--- src/hdl/assert_macros.svh ---
// Concurrent assertion helpers, clocked on i_clk and held off during reset.
`ifndef ASSERT_MACROS_SVH
`define ASSERT_MACROS_SVH

// Same-cycle implication.
`define RHC_ASSERT_NOW(label, ante, cons) \
    label: assert property (@(posedge i_clk) disable iff (!i_rst_n) (ante) |-> (cons)) \
        else $error("rhc check failed");

// Next-cycle implication.
`define RHC_ASSERT_NEXT(label, ante, cons) \
    label: assert property (@(posedge i_clk) disable iff (!i_rst_n) (ante) |=> (cons)) \
        else $error("rhc check failed");

`endif

--- src/hdl/rhc_pkg.sv ---
package rhc_pkg;

    localparam int DIV_W      = 32;
    localparam int NUM_W      = 41;   // phase * 360 fits here
    localparam int HUE_W      = 9;
    localparam int LVL_W      = 8;
    localparam int IDX_W      = 6;
    localparam int CNT_W      = 7;
    localparam int CFG_IDX_W  = 2;
    localparam int CFG_DATA_W = 32;

    localparam logic [DIV_W-1:0] DEFAULT_PERIOD = 32'd10000;
    localparam logic [CNT_W-1:0] STRIP_RESET    = 7'd64;
    localparam logic [LVL_W-1:0] FULL_LEVEL     = 8'd255;

    typedef enum logic [CFG_IDX_W-1:0] {
        CFG_PERIOD = 2'd0,
        CFG_STRIP  = 2'd1,
        CFG_BRIGHT = 2'd2
    } t_cfg_idx;

    typedef enum logic [2:0] {
        SEC_0 = 3'd0,
        SEC_1 = 3'd1,
        SEC_2 = 3'd2,
        SEC_3 = 3'd3,
        SEC_4 = 3'd4,
        SEC_5 = 3'd5
    } t_sector;

    // One slot of the restoring divider chain.
    typedef struct packed {
        logic             valid;
        logic [DIV_W-1:0] rem;
        logic [DIV_W-1:0] word;   // dividend bits out at the top, quotient bits in at the bottom
    } t_div_slot;

    typedef struct packed {
        logic             valid;
        logic [LVL_W-1:0] red;
        logic [LVL_W-1:0] green;
        logic [LVL_W-1:0] blue;
    } t_color;

endpackage

--- src/hdl/rhc_color.sv ---
module rhc_color import rhc_pkg::*; (
    input  logic             i_clk,
    input  logic             i_rst_n,
    input  logic             i_adv,
    input  logic             i_valid,
    input  logic [HUE_W-1:0] i_hue,
    input  logic [LVL_W-1:0] i_value,
    output t_color           o_color
);

    logic             r_valid1;
    t_sector          r_sec1;
    logic [LVL_W-1:0] r_frac1;
    logic             r_valid2;
    t_sector          r_sec2;
    logic [15:0]      r_prod_t;
    logic [15:0]      r_prod_q;

    t_sector          n_sec;
    logic [HUE_W-1:0] w_base;
    logic [5:0]       w_rem60;
    logic [9:0]       w_frac_x4;
    logic [LVL_W-1:0] w_t;
    logic [LVL_W-1:0] w_q;

    // Exact x / 255 for any 16-bit product of two 8-bit levels.
    function automatic logic [LVL_W-1:0] div255(input logic [15:0] x);
        logic [16:0] s;
        s = {1'b0, x} + {9'd0, x[15:8]} + 17'd1;
        return s[15:8];
    endfunction

    // Hue to sector and fraction: f = (hue mod 60) * 17 / 4.
    always_comb begin
        if (i_hue >= 9'd300) begin
            n_sec = SEC_5; w_base = 9'd300;
        end else if (i_hue >= 9'd240) begin
            n_sec = SEC_4; w_base = 9'd240;
        end else if (i_hue >= 9'd180) begin
            n_sec = SEC_3; w_base = 9'd180;
        end else if (i_hue >= 9'd120) begin
            n_sec = SEC_2; w_base = 9'd120;
        end else if (i_hue >= 9'd60) begin
            n_sec = SEC_1; w_base = 9'd60;
        end else begin
            n_sec = SEC_0; w_base = 9'd0;
        end
        w_rem60   = 6'(i_hue - w_base);
        w_frac_x4 = {4'd0, w_rem60} * 10'd17;
    end

    always_ff @(posedge i_clk) begin
        if (!i_rst_n) begin
            r_valid1 <= 1'b0;
            r_valid2 <= 1'b0;
        end else if (i_adv) begin
            r_valid1 <= i_valid;
            r_sec1   <= n_sec;
            r_frac1  <= w_frac_x4[9:2];
            r_valid2 <= r_valid1;
            r_sec2   <= r_sec1;
            r_prod_t <= 16'(i_value) * 16'(r_frac1);
            r_prod_q <= 16'(i_value) * 16'(FULL_LEVEL - r_frac1);
        end
    end

    always_comb begin
        w_t = div255(r_prod_t);
        w_q = div255(r_prod_q);
        o_color.valid = r_valid2;
        unique case (r_sec2)
            SEC_0: begin
                o_color.red = i_value; o_color.green = w_t; o_color.blue = '0;
            end
            SEC_1: begin
                o_color.red = w_q; o_color.green = i_value; o_color.blue = '0;
            end
            SEC_2: begin
                o_color.red = '0; o_color.green = i_value; o_color.blue = w_t;
            end
            SEC_3: begin
                o_color.red = '0; o_color.green = w_q; o_color.blue = i_value;
            end
            SEC_4: begin
                o_color.red = w_t; o_color.green = '0; o_color.blue = i_value;
            end
            default: begin
                o_color.red = i_value; o_color.green = '0; o_color.blue = w_q;
            end
        endcase
    end

endmodule

--- config.mk ---
export PLATFORM = sky130hd
export DESIGN_NAME = rhc_color
export DESIGN_NICKNAME = d
export VERILOG_FILES = /design/src/hdl/assert_macros.svh /design/src/hdl/rhc_pkg.sv /design/src/hdl/rhc_color.sv
export SDC_FILE = /design/constraint.sdc
export NUM_CORES = 1
export LEC_CHECK = 0
export BUFFER_PORTS_ARGS = -buffer_cell sky130_fd_sc_hd__buf_4
export CORE_MARGIN = 2
export CORE_UTILIZATION = 64
export CTS_CLUSTER_DIAMETER = 50
export DETAILED_ROUTE_END_ITERATION = 10
export PLACE_DENSITY = 0.88
export SYNTH_ARGS = -nofsm -noshare
export SYNTH_HDL_FRONTEND = slang
export SYNTH_SLANG_ARGS = --single-unit
--- constraint.sdc ---
create_clock -name i_clk -period 5.6 [get_ports i_clk]
set_clock_uncertainty 0.2 [all_clocks]
set_input_delay 0.56 -clock i_clk [delete_from_list [all_inputs] [get_ports i_clk]]
set_output_delay 0.56 -clock i_clk [all_outputs]
set_load 0.005 [all_outputs]
# After elaboration in Yosys (flattened, before gate mapping)
# Index checks and enable logic that the tools add are counted.
[classes]
addsub = 6
multipliers = 3
n_lt_le_gt_ge = 5
eq_ne = 4
n_mux = 10
n_reduce_logical = 3
[ops]
columns = ["op", "n"]
rows = [
  ["$pmux W24 S5", 1],
  ["$add A16 B1 Y16 const B", 2],
  ["$add A16 B8 Y16", 2],
  ["$mux W6", 5],
  ["$ge A9 B8 Y1 const B", 2],
  ["$mul A8 B8 Y16", 1],
  ["$mul A9 B9 Y16", 1],
  ["$mul A6 B5 Y10 const B", 1],
  ["$ge A9 B6 Y1 const B", 1],
  ["$ge A9 B7 Y1 const B", 1],
  ["$ge A9 B9 Y1 const B", 1],
  ["$sub A8 B8 Y9 const A", 1],
  ["$eq A3 B2 Y1 const B", 2],
  ["$sub A6 B6 Y6", 1],
  ["$mux W2", 2],
  ["$eq A3 B1 Y1 const B", 1],
  ["$eq A3 B3 Y1 const B", 1],
  ["$logic_not A3 Y1", 1],
  ["$mux W1", 2],
  ["$reduce_and A2 Y1", 1],
  ["$reduce_or A2 Y1", 1],
]
[word_totals]
reg_bits = 48
in_bits = 21
out_inout_bits = 25
word_cells = 39

# Longest topological paths before layout
[logic_depth]
ltp_word = 8
depth_mapped = 18
mapped_depth_nobuf = 17

# Worst setup path after synthesis
# No wires, ideal clock.
[synth_timing]
path_type = "input port to flip-flop"
from = "input i_value[2]"
to = "register r_prod_t[15] (data pin)"
t_arrival_ns = 4.720
required_time_ns = 5.141
setup_slack_ns = 0.420
path_stages = 18
cell_sequence = "clkbuf_1 > clkbuf_1 > nand2_1 > fa_1 > fa_1 > inv_1 > fa_1 > inv_1 > fa_1 > inv_1 > ha_1 > o21a_1 > o31a_1 > o211ai_1 > a21oi_1 > a2111oi_2 > a21oi_1 > xnor2_1"
[synth_between]
elab_chain_cells = 1
[synth_rtl]
columns = ["item", "line_no", "rtl"]
rows = [
  ["start: declaration", "rhc_color.sv:7", "input logic [LVL_W-1:0] i_value,"],
  ["$mul A8 B8 Y16", "rhc_color.sv:62", "r_prod_t <= 16'(i_value) * 16'(r_frac1);"],
  ["end signal: assignment", "rhc_color.sv:62", ""],
  ["end: declaration", "rhc_color.sv:16", "logic [15:0] r_prod_t;"],
]
# No other way between the ends.
# A chain may end at the register's enable or synchronous reset.

# Final worst setup path
[layout_timing]
from = "register r_frac1[2]"
to = "register r_prod_q[14] (data pin)"
[layout_between]
elab_chain_cells = 2
[layout_rtl]
columns = ["item", "line_no", "rtl"]
rows = [
  ["start: declaration", "rhc_color.sv:13", "logic [LVL_W-1:0] r_frac1;"],
  ["start signal: assignment", "rhc_color.sv:59", "r_frac1 <= w_frac_x4[9:2];"],
  ["$sub A8 B8 Y9", "rhc_color.sv:63", "r_prod_q <= 16'(i_value) * 16'(FULL_LEVEL - r_frac1);"],
  ["$mul A9 B9 Y16", "rhc_color.sv:63", ""],
  ["end signal: assignment", "rhc_color.sv:63", ""],
  ["end: declaration", "rhc_color.sv:17", "logic [15:0] r_prod_q;"],
]
# No other way between the ends.

==> flow_summary.ini <==
[outcome]
status = finished clean

[synth]
syn-mean-instance-area_um2 = 9.231
synthCells = 795
ys_seq_area_share_pct = 19.37
synth_mux_area_share_pct = 0.5456
syn_area_um2 = 7338
synth-main-ff-cell = edfxtp_1
synth_fa_ha_area_share_pct = 36.79
synth-edff-count = 46
ys_seq_elements = 48
synth_cell_types = 58
synth_xor_xnor_area_share_pct = 4.757
synth_fp_nets = 986
synth_simple_gate_area_share_pct = 18.33
synth_top_family_by_area = adder cells
synth_compound_area_share_pct = 12.00
yosysWarnings = 0
synthArstFlopShare_pct = 0

[routing]
vias_per_cell = 5.977
drt_iter0_drc = 753
drc = 0
wl_per_cell_um = 16.96
via_count = 5750
dr.pass1.iters = 5
drt_wl_total_mm = 16.32
ant_nets = 0

[grt]
grt.total_usage_pct = 27.20
grt_pass1_vias = 6019
overflow = 0
grt_pass1_wl_mm = 27.42
antenna_found_initial = 0
grt_start_max_net_pins = 47

[clocking]
clkTransAtPathRegs_ns = 0.07
cts-root-buf = clkbuf_16
clkSinkCount = 48
cts_tree = yes
worstSkewPairLatency_ns = 0.30
cts_setup_buffers = 0
htree_num_levels = 2
ctsResizeCount = 0
cts_made_buffers = 5
holdBufCountCts = 0
cts_buffer_depth = 2

[sta]
drv_slew = 0
finalCriticalPeriod_ns = 5.208
maxSlewHeadroom_pct = 27.58
tightest_slew_ns = 1.086
finalCritPeriodShare_pct = 93.01
finalSetupTns_ns = 0
worst_slack_ns = 0.3917
rsz0062_at_grt = no
setup_viol = 0
hold_viol_final = 0
timing.fmax_mhz = 192.0

[layout]
stdcell_area_um2 = 7901
final_common_cell = inv_1
layout_common_cells = 125 x inv_1, 95 x ha_1, 75 x fa_1
syn_to_final_growth_pct = 7.673
final_cells = 962
layout-drive-gt1-share_pct = 8.791
nets = 1009
diodes = 0

[setup_path]
crit_type = flip-flop to flip-flop
crit_path_end_kind = flip-flop
crit_required_ns = 5.45
cp.arrival_ns = 5.06
start_kind = flip-flop
r2r_setup_slack_ns = 0.39
path_max_fanout = 16

[placed_design]
placed_area_um2 = 7757
dp_hpwl_mm = 12.62
place_congestion = 1.022
portBuffers = 45
dp.cells = 954
place_ws_ns = 0.3971

[power_and_ir_drop]
leakage_nw = 3.736
power_density_nw_per_um2 = 456.8
peakVddDrop_mv = 0.3548
power.total_mw = 3.609

[die]
core_um2 = 11320
row_count = 39
die_area_um2 = 12340
die-height_um = 111.1
start_util_pct = 64.82
num_io_pins = 46
fp.dieW_um = 111.1

[hold_path]
hp-class = flip-flop to flip-flop

[job]
maxCapViolCount = 0
## critical path, stage by stage, from the launching register on
cell and delay, ns:
edfxtp_1 0.63, nand2b_1 0.28, fa_1 0.56, inv_1 0.06
fa_1 0.46, ha_1 0.29, inv_1 0.05, fa_1 0.54
inv_1 0.08, fa_1 0.47, a21o_1 0.18, a21oi_1 0.21
o21bai_1 0.13, a2111oi_2 0.42, o31ai_1 0.13, a21oi_1 0.18
xnor2_1 0.09
## synth_stat cells, types with 3 or more instances
master,instances,area (µm²)
nand2_1,45,168.9
nand2b_1,28,175.2
o21a_1,9,67.56
o21bai_1,3,22.52
xor2_1,9,78.83
o31ai_1,3,22.52
a211oi_1,6,45.04
a221oi_1,3,26.28
a221o_1,6,60.06
and2_1,56,350.3
fa_1,75,1501
o221ai_1,7,61.31
and3_1,5,31.28
nor2b_1,52,325.3
o211ai_1,5,37.54
nand3_1,8,40.04
or3_1,4,25.02
xnor2_1,29,254.0
ha_1,95,1189
nor2_1,40,150.1
o21ai_0,20,100.1
clkbuf_1,31,116.4
mux2i_1,4,40.04
a21o_1,5,37.54
edfxtp_1,46,1381
inv_1,125,469.2
nor3_1,5,25.02
a21oi_1,33,165.2
## power breakdown
part           leakage, nW  switching, mW  internal [mW]
clock network       0.0736          0.138          0.165
registers            0.452          0.116          0.620
logic                 3.21           1.43           1.14
## state kept, by name (all words and copies together) (netlist names)
| register | cells |
|---|---|
| r_frac1 | 8 |
| r_sec1 | 3 |
| r_valid1 | 1 |
| r_prod_t | 16 |
| r_valid2 | 1 |
| r_prod_q | 16 |
| r_sec2 | 3 |
## cell families (layout without fill, tap and decap cells)
logic type | after synthesis | after routing
XOR/XNOR | 39 | 39
buffers and inverters | 159 | 183
adder cells (fa/ha/maj) | 171 | 171
multiplexers | 4 | 4
AND/OR/NAND/NOR | 250 | 250
AO/OA/AOI/OAI | 124 | 124
flip-flops | 48 | 48
## metrics by stage
stage                     hold WS, ns  util (%)
after floorplan                0.2003         -
after global routing           0.2375     69.79
final                          0.2323     69.79
after global placement         0.2022     68.52
after CTS                      0.2346     69.79
after detailed placement       0.2185     68.52
## area by class of cell
type | count | area (µm²)
clock buffer | 5 | 125.1
clock inverter | 3 | 18.77
fill | 810 | 3420
inverter | 126 | 473.0
multi-input combinational | 588 | 5316
sequential | 48 | 1421
tap | 143 | 178.9
timing repair buffer | 49 | 367.9
## routing by layer
metal	share of wire, %	up-vias	GRT usage [%]	wire length [µm]
met5	0	-	0	0
met4	4.2	0	11.52	684
met3	6.0	58	3.226	985
met2	51	246	49.33	8313
met1	39	2794	32.71	6336
li1	-	2652	-	-
## final timing paths
kind | cells past startpoint | end | start
hold / removal | 0 | r_sec2[1] | r_sec1[1]
setup / recovery | 16 | r_prod_q[14] | r_frac1[2]
setup reg to reg | 16 | r_prod_q[14] | r_frac1[2]
hold reg to reg | 0 | r_sec2[1] | r_sec1[1]
Power figures use the tool's default switching activity.
