**src/hdl/assert_macros.svh**
```systemverilog
// Concurrent assertion helpers, clocked on i_clk and held off during reset.
`ifndef ASSERT_MACROS_SVH
`define ASSERT_MACROS_SVH

// Same-cycle implication.
`define RHC_ASSERT_NOW(label, ante, cons) \
    label: assert property (@(posedge i_clk) disable iff (!i_rst_n) (ante) |-> (cons)) \
        else $error("rhc check failed");

// Next-cycle implication.
`define RHC_ASSERT_NEXT(label, ante, cons) \
    label: assert property (@(posedge i_clk) disable iff (!i_rst_n) (ante) |=> (cons)) \
        else $error("rhc check failed");

`endif

```
**src/hdl/rhc_pkg.sv**
```systemverilog
package rhc_pkg;

    localparam int DIV_W      = 32;
    localparam int NUM_W      = 41;   // phase * 360 fits here
    localparam int HUE_W      = 9;
    localparam int LVL_W      = 8;
    localparam int IDX_W      = 6;
    localparam int CNT_W      = 7;
    localparam int CFG_IDX_W  = 2;
    localparam int CFG_DATA_W = 32;

    localparam logic [DIV_W-1:0] DEFAULT_PERIOD = 32'd10000;
    localparam logic [CNT_W-1:0] STRIP_RESET    = 7'd64;
    localparam logic [LVL_W-1:0] FULL_LEVEL     = 8'd255;

    typedef enum logic [CFG_IDX_W-1:0] {
        CFG_PERIOD = 2'd0,
        CFG_STRIP  = 2'd1,
        CFG_BRIGHT = 2'd2
    } t_cfg_idx;

    typedef enum logic [2:0] {
        SEC_0 = 3'd0,
        SEC_1 = 3'd1,
        SEC_2 = 3'd2,
        SEC_3 = 3'd3,
        SEC_4 = 3'd4,
        SEC_5 = 3'd5
    } t_sector;

    // One slot of the restoring divider chain.
    typedef struct packed {
        logic             valid;
        logic [DIV_W-1:0] rem;
        logic [DIV_W-1:0] word;   // dividend bits out at the top, quotient bits in at the bottom
    } t_div_slot;

    typedef struct packed {
        logic             valid;
        logic [LVL_W-1:0] red;
        logic [LVL_W-1:0] green;
        logic [LVL_W-1:0] blue;
    } t_color;

endpackage

```
**src/hdl/rhc_div_cell.sv**
```systemverilog
module rhc_div_cell import rhc_pkg::*; (
    input  logic             i_clk,
    input  logic             i_rst_n,
    input  logic             i_adv,
    input  logic [DIV_W-1:0] i_divisor,
    input  t_div_slot        i_slot,
    output t_div_slot        o_slot
);

    t_div_slot        r_slot;
    t_div_slot        n_slot;
    logic [DIV_W:0]   w_trial;
    logic [DIV_W:0]   w_diff;
    logic             w_ge;

    // One restoring step: bring in the next dividend bit, subtract if it fits.
    always_comb begin
        w_trial = {i_slot.rem, i_slot.word[DIV_W-1]};
        w_diff  = w_trial - {1'b0, i_divisor};
        w_ge    = (w_trial >= {1'b0, i_divisor});
        n_slot.valid = i_slot.valid;
        n_slot.rem   = w_ge ? w_diff[DIV_W-1:0] : w_trial[DIV_W-1:0];
        n_slot.word  = {i_slot.word[DIV_W-2:0], w_ge};
    end

    always_ff @(posedge i_clk) begin
        if (!i_rst_n) begin
            r_slot.valid <= 1'b0;
        end else if (i_adv) begin
            r_slot <= n_slot;
        end
    end

    assign o_slot = r_slot;

endmodule

```
**config.mk**
```make
export PLATFORM = sky130hd
export DESIGN_NAME = rhc_div_cell
export DESIGN_NICKNAME = d
export VERILOG_FILES = /design/src/hdl/assert_macros.svh /design/src/hdl/rhc_pkg.sv /design/src/hdl/rhc_div_cell.sv
export SDC_FILE = /design/constraint.sdc
export NUM_CORES = 1
export LEC_CHECK = 0
export BUFFER_PORTS_ARGS = -buffer_cell sky130_fd_sc_hd__buf_2
export CORE_MARGIN = 2
export CORE_UTILIZATION = 45
export CTS_BUF_LIST = sky130_fd_sc_hd__clkbuf_8
export DETAILED_ROUTE_END_ITERATION = 7
export GPL_TIMING_DRIVEN = 1
export PLACE_DENSITY_LB_ADDON = 0.15
export SLEW_MARGIN = 10
export SYNTH_ARGS = -nofsm -noshare
export SYNTH_HDL_FRONTEND = slang
export SYNTH_SLANG_ARGS = --single-unit
```
**constraint.sdc**
```tcl
create_clock -name i_clk -period 6.35 [get_ports i_clk]
set_input_delay 1.27 -clock i_clk [delete_from_list [all_inputs] [get_ports i_clk]]
set_output_delay 1.27 -clock i_clk [all_outputs]
set_load 0.02 [all_outputs]
```
==> Yosys cells after proc, flatten, opt, wreduce, memory -nomap -nowiden <==
Cells that the tools add are included.
{ "word_totals": {"inputBits": 100, "word_cells": 7, "ff_bits": 65, "output_inout_bits": 65} }
{ "op_classes": {"addsub": 1, "n_mux": 1, "reduce_logical": 1, "magnitude_cmp": 1} }
{ "op_table": {"columns": ["op", "n"], "rows": [
  ["greater-or-equal comparator 33 x 32 -> 1 bit", 1],
  ["two-way mux 32 bit", 1],
  ["subtractor 32 bit", 1],
  ["AND reduction 2 bit", 1]
]} }

==> Longest topological paths before layout <==
Gate-level depths: netlist (run 1).
{ "logic_depth": {"depth_word": 2, "mapped_depth": 13, "depth_no_buf": 12} }

==> Worst setup path before layout (run 1) <==
No wires, ideal clock.
{ "synth_timing": {"kind": "input -> register", "startpoint": "input port i_divisor[7]", "endpoint": "register r_slot, in the netlist o_slot[45] (data pin)", "stages": 12, "t_required_ns": 6.088, "path_buffers": 2, "setup_time_ns": 0.262, "t_arrival_ns": 3.783, "path_slack_ns": 2.305, "cell_sequence": "inv_1 -> ha_1 -> buf_2 -> nand4_1 -> or4_1 -> a21oi_1 -> nor3_1 -> a211oi_2 -> o21ai_2 -> o31ai_4 -> buf_4 -> mux2_1"} }
{ "synth_lines": {"columns": ["item", "line", "rtl"], "rows": [
  ["from (decl)", "rhc_div_cell.sv:5", "input logic [DIV_W-1:0] i_divisor,"],
  ["to (signal assigned)", "rhc_div_cell.sv:30", "r_slot <= n_slot;"],
  ["to (decl)", "rhc_div_cell.sv:10", "t_div_slot r_slot;"]
]} }

==> metrics, run 1 <==
CTS Hold Buffers Added 0; PwrDens about 240 nW/um^2; syn_area_per_cell just over 10 sq um; Core Util, Final roughly 58%; Root Buffer clkbuf_8; startpoint types input port; relative slew slack 44.94%; fraction of registers with async set or reset after synthesis 0%; detailed-router iteration count before antenna repair 4; Synth top area share 46.07%; nets@finish 706; GP Congestion slightly above 0.8; Starting Density approximately 46%; Synth Area in XOR/XNOR 5.669%; die width between 100 and 150 um; clock buffer depth 2; unrepaired setup endpoints after global routing false; port bufs between 150 and 200; Clock Latency Late Sink between 0.3 and 0.4 ns; postcts setup bufs 0; wire length per cell between 10 and 15 um; predominant post-synthesis flop cell edfxtp_1; CTS tree done; endpoint class of the critical path flip-flop; CTS sink count 65; vias ~3600; ANT nets after route 0; drt initial violations between 100 and 150; max reg flops 65; largest cells by area after synthesis edfxtp_1 (46%), ha_1 (9.6%), a21oi_1 (6.5%); leading area contributor after synthesis edfxtp_1; final instance area about 5300 sq um; share of cells above drive strength 1 between 30% and 40%; antenna violations before repair 0; Worst Path Arrival between 4 and 5 ns; Ports between 150 and 200; Fin Hold WS between 0.5 and 0.6 ns; status completed; setup TNS 0 ns; Antenna Diode Count 0; row count 35; Yosys warnings 0; Required @ worst endpoint between 6 and 7 ns; area delta synth->final 27.20%; Detailed Route WL 10.33 mm; final worst path period need 4.284 ns; Core ar. 9109 sq um; Max Freq roughly 0.23 GHz; Least-Margin Pin Slew between 0.8 and 0.9 ns; area share of fa/ha/maj cells after synthesis between 10% and 20%; Hold Violations, Final 0; first-pass GRT wire length about 16 mm; kind of critical path input port to flip-flop; post-synthesis compound-gate area fraction about 18%; vias in the first global route 3431; Design Power around 1.3 mW; DP Area 5089 sq um; H-tree level count 3; worst ir drop on vdd 0.0001390 V; DRC Markers 0; post-synthesis mux area share roughly 3.4%; cell count after synthesis between 400 and 500; HP Class flip-flop to flip-flop; period utilization 67.46%; simple logic cell fraction of the synthesized area about 11%; synth unique cells 48; maxcap violations 0; Syn Std Cell Area 4172 sq um; Worst Path Max Fanout 4; total CTS buffers 9; Die Area 10060 sq um; Final setup viols 0; Setup Skew 0 ns; Post-CTS Resized 0; gr ovfl total 0; sequential share of the synthesized area between 40% and 50%; Syn Nets ~540; largest net degree at the start of global routing 65; leak pwr around 2.4 nW; Synth Register Bits between 60 and 70; Vias/cell roughly 5.2; main combinational cell family by area after synthesis compound AO/OA/AOI/OAI gates; number of synthesized flops with an enable pin between 60 and 70; Slew Limit Fails 0; hpwl dp around 8 mm; Die Ht around 100 um; CTS clk-pin slew, worst paths about 0.070 ns; gr usage total just over 20%
==> area by class of cell <==
type | count | area (sq um)
Multi-Input combinational cell | 291 | 2002
Clock buffer | 9 | 123.9
Sequential cell | 65 | 1942
Fill cell | 813 | 3802
Timing Repair Buffer | 168 | 863.3
Tap cell | 111 | 138.9
Inverter | 38 | 142.6
Clock inverter | 7 | 93.84
==> final timing paths <==
check / from / endpoint / slack (ns) / depth (start not counted)
hold reg to reg: o_slot[64]$_SDFFE_PN0P_ / o_slot[64]$_SDFFE_PN0P_ / 0.54 / 2
setup / recovery: i_slot[31] / o_slot[62]$_DFFE_PP_ / 2.07 / 13
hold / removal: o_slot[64]$_SDFFE_PN0P_ / o_slot[64]$_SDFFE_PN0P_ / 0.54 / 2
setup reg to reg: o_slot[64]$_SDFFE_PN0P_ / o_slot[64]$_SDFFE_PN0P_ / 5.75 / 2
==> cell families (layout without fill, tap and decap cells) <==
group / count (synthesis) / after routing
compound gates: 118 / 118
simple gates: 100 / 100
flops: 65 / 65
buf+inv: 55 / 222
fa+ha+maj: 33 / 33
xor+xnor: 27 / 27
mux: 13 / 13
==> through the flow <==
step	cells	setup slack, ns
global placement	673	1.770
global route	689	1.890
finish	689	2.066
CTS	689	2.100
floorplan	411	2.305
detailed placement	673	1.738
==> synthesized netlist by cell type, drive strengths merged, types with 4 or more instances <==
library cell  number
o21ai             17
o211ai             4
nor4               4
mux2              10
edfxtp            64
nand3              8
xnor2             16
nand2b             4
xor2              11
inv               38
a211oi             4
nand4              7
ha                32
nand2             27
a21o              12
o21a               6
a31oi              5
clkbuf             6
buf               11
a21oi             54
nor2              36
==> power by group <==
part	internal, mW	switching, mW
combinational	0.151	0.217
sequential	0.522	0.00872
clock	0.221	0.174
==> layer usage <==
layer  wire, um  part of all wire [%]  GRT usage (%)
met1       4681                    45          27.17
met2       4878                    47          34.59
met3        711                   6.9          3.969
met4         57                  0.55          5.479
met5          0                     0              0
==> layout by cell type (no fill, tap or decap), types with 9 or more instances in the layout <==
master and n:
buf_2 164, edfxtp_1 64, a21oi_1 54, inv_1 38
nor2_1 36, ha_1 32, nand2_1 27, o21ai_0 16
xnor2_1 16, a21o_1 12, xor2_1 11, clkbuf_8 9
==> critical path, stage by stage <==
cell and delay, ns:
buf_2 0.11, inv_1 0.04, ha_1 0.20, fa_1 0.41, nand2b_1 0.18, a21oi_1 0.16
o21ai_0 0.22, o311a_1 0.39, a31oi_1 0.30, a21oi_1 0.22, o41ai_1 0.42, xor2_1 0.11
mux2_1 0.32
(Power assumes the default switching activity.)
==> run 2: changes to the inputs <==
==> constraint.sdc (replaced) <==
create_clock -name i_clk -period 3.59 [get_ports i_clk]
set_input_delay 0.718 -clock i_clk [delete_from_list [all_inputs] [get_ports i_clk]]
set_output_delay 0.718 -clock i_clk [all_outputs]
set_load 0.02 [all_outputs]
==> metrics, run 2 (synthesized netlist as in run 1, its figures left out) <==
Worst Path Max Fanout 3 (-1); Max Freq between 0.3 and 0.4 GHz; Root Buffer clkbuf_8; H-tree level count 3 (unchanged); total CTS buffers 9 (unchanged); kind of critical path input port to flip-flop; hpwl dp 7.944 mm (+0.47%); Core ar. 9109 sq um (unchanged); Antenna Diode Count 0 (unchanged); CTS clk-pin slew, worst paths 0.08 ns (about the same); Detailed Route WL 10.12 mm (-2.0%); ANT nets after route 0 (unchanged); setup TNS 0 ns (unchanged); PwrDens 402.2 nW/um^2 (+65%); Vias/cell 5.119 (-2.3%); nets@finish 730 (+3.4%); worst ir drop on vdd 0.0001654 V (+19%); wire length per cell 14.19 um (-5.3%); max reg flops 65 (unchanged); relative slew slack 45.71% (+0.77 points); placed cells 697 (+3.6%); startpoint types input port; final worst path period need 3.304 ns; die width 100.3 um (unchanged); first-pass GRT wire length 16.20 mm (-1.1%); maxcap violations 0 (unchanged); row count 35 (unchanged); detailed-router iteration count before antenna repair 4 (unchanged); Slew Limit Fails 0 (unchanged); HP Class flip-flop to flip-flop; Setup Skew 0 ns (unchanged); commonest non-fill, non-tap cell in the layout buf_2; Die Ht 100.3 um (unchanged); period utilization between 90 and 100%; drt initial violations 101 (-19%); vias in the first global route 3536 (+3.1%); endpoint class of the critical path flip-flop; GP Congestion 0.8679 (+4.9%); Required @ worst endpoint 3.68 ns (-2.74 ns); Die Area 10060 sq um (unchanged); clock buffer depth 2 (unchanged); final instance area 5435 sq um (+2.4%); gr usage total 20.27% (-0.27 points); area delta synth->final 30.29%; Clock Latency Late Sink 0.34 ns (+0.02 ns); pre-CTS setup slack -0.04942 ns (-1.788 ns); unrepaired setup endpoints after global routing false; Starting Density 45.80% (unchanged); Fin Hold WS 0.5439 ns (+0.007450 ns); Hold Violations, Final 0 (unchanged); Design Power 2.186 mW (+69%); Worst Path Arrival 3.39 ns (-0.97 ns); port bufs 164 (unchanged); leading cell types in the layout, fill and taps excluded buf_2 (164), edfxtp_1 (64), a21oi_1 (54); CTS tree done; worst setup margin 0.2859 ns (-1.780 ns); Core Util, Final 59.67% (+1.4 points); CTS Hold Buffers Added 0 (unchanged); share of cells above drive strength 1 36.54% (+2.8 points); DRC Markers 0 (unchanged); gr ovfl total 0 (unchanged); status completed; vias 3650 (+1.1%); CTS sink count 65 (unchanged); Ports 165 (unchanged); postcts setup bufs 0 (unchanged); Post-Layout Cell Count 713 (+3.5%); Post-CTS Resized 0 (unchanged); leak pwr 2.536 nW (+3.5%); antenna violations before repair 0 (unchanged); Final setup viols 0 (unchanged); Least-Margin Pin Slew 0.8143 ns (-0.01156 ns); DP Area 5256 sq um (+3.3%); largest net degree at the start of global routing 65 (unchanged)
run 2: cell types whose count changed in the layout (fill, tap and decap cells not counted):
cell | previous run | this run
buf_4 | 3 | 28
bufinv_16 | 2 | 0
clkinv_1 | 1 | 0
clkinvlp_4 | 1 | 2
buf_12 | 1 | 0
clkinv_4 | 1 | 3
run 2: metal layers:
metal | part of all wire, % | GRT usage [%] | vias up
li1 | - | - | 1866
met1 | 47 | 27.10 | 1653
met2 | 46 | 33.14 | 127
met3 | 5.8 | 3.482 | 4
met4 | 0.58 | 7.376 | 0
met5 | 0 | 0 | -
run 2: power by group:
part           switching, mW  total (mW)  internal (mW)  leakage, nW
Clock                  0.316       0.571          0.255       0.0858
Sequential            0.0140       0.938          0.924        0.612
Combinational          0.386       0.677          0.291         1.84
run 2: critical path, stage by stage:
cell and delay (ns):
buf_2 0.11, inv_1 0.05, ha_1 0.20, fa_1 0.38, nand2b_1 0.17, a21oi_1 0.14
o21ai_0 0.13, o311a_1 0.33, a31oi_1 0.23, a21oi_1 0.17, o41ai_1 0.35, xor2_1 0.11
mux2_1 0.30
run 2: cell type report:
| class | count | area, sq um |
|---|---|---|
| Clock inverter | 7 | 55.05 |
| Inverter | 38 | 142.6 |
| Fill cell | 823 | 3674 |
| Sequential cell | 65 | 1942 |
| Tap cell | 111 | 138.9 |
| Timing Repair Buffer | 192 | 1031 |
| Clock buffer | 9 | 123.9 |
| Multi-Input combinational cell | 291 | 2002 |
run 2: final timing paths:
path / startpoint / to / slack (ns) / cells past startpoint
max: i_slot[31] / o_slot[62]$_DFFE_PP_ / 0.29 / 13
min reg2reg: o_slot[64]$_SDFFE_PN0P_ / o_slot[64]$_SDFFE_PN0P_ / 0.54 / 2
max reg2reg: o_slot[64]$_SDFFE_PN0P_ / o_slot[64]$_SDFFE_PN0P_ / 2.98 / 2
min: o_slot[64]$_SDFFE_PN0P_ / o_slot[64]$_SDFFE_PN0P_ / 0.54 / 2
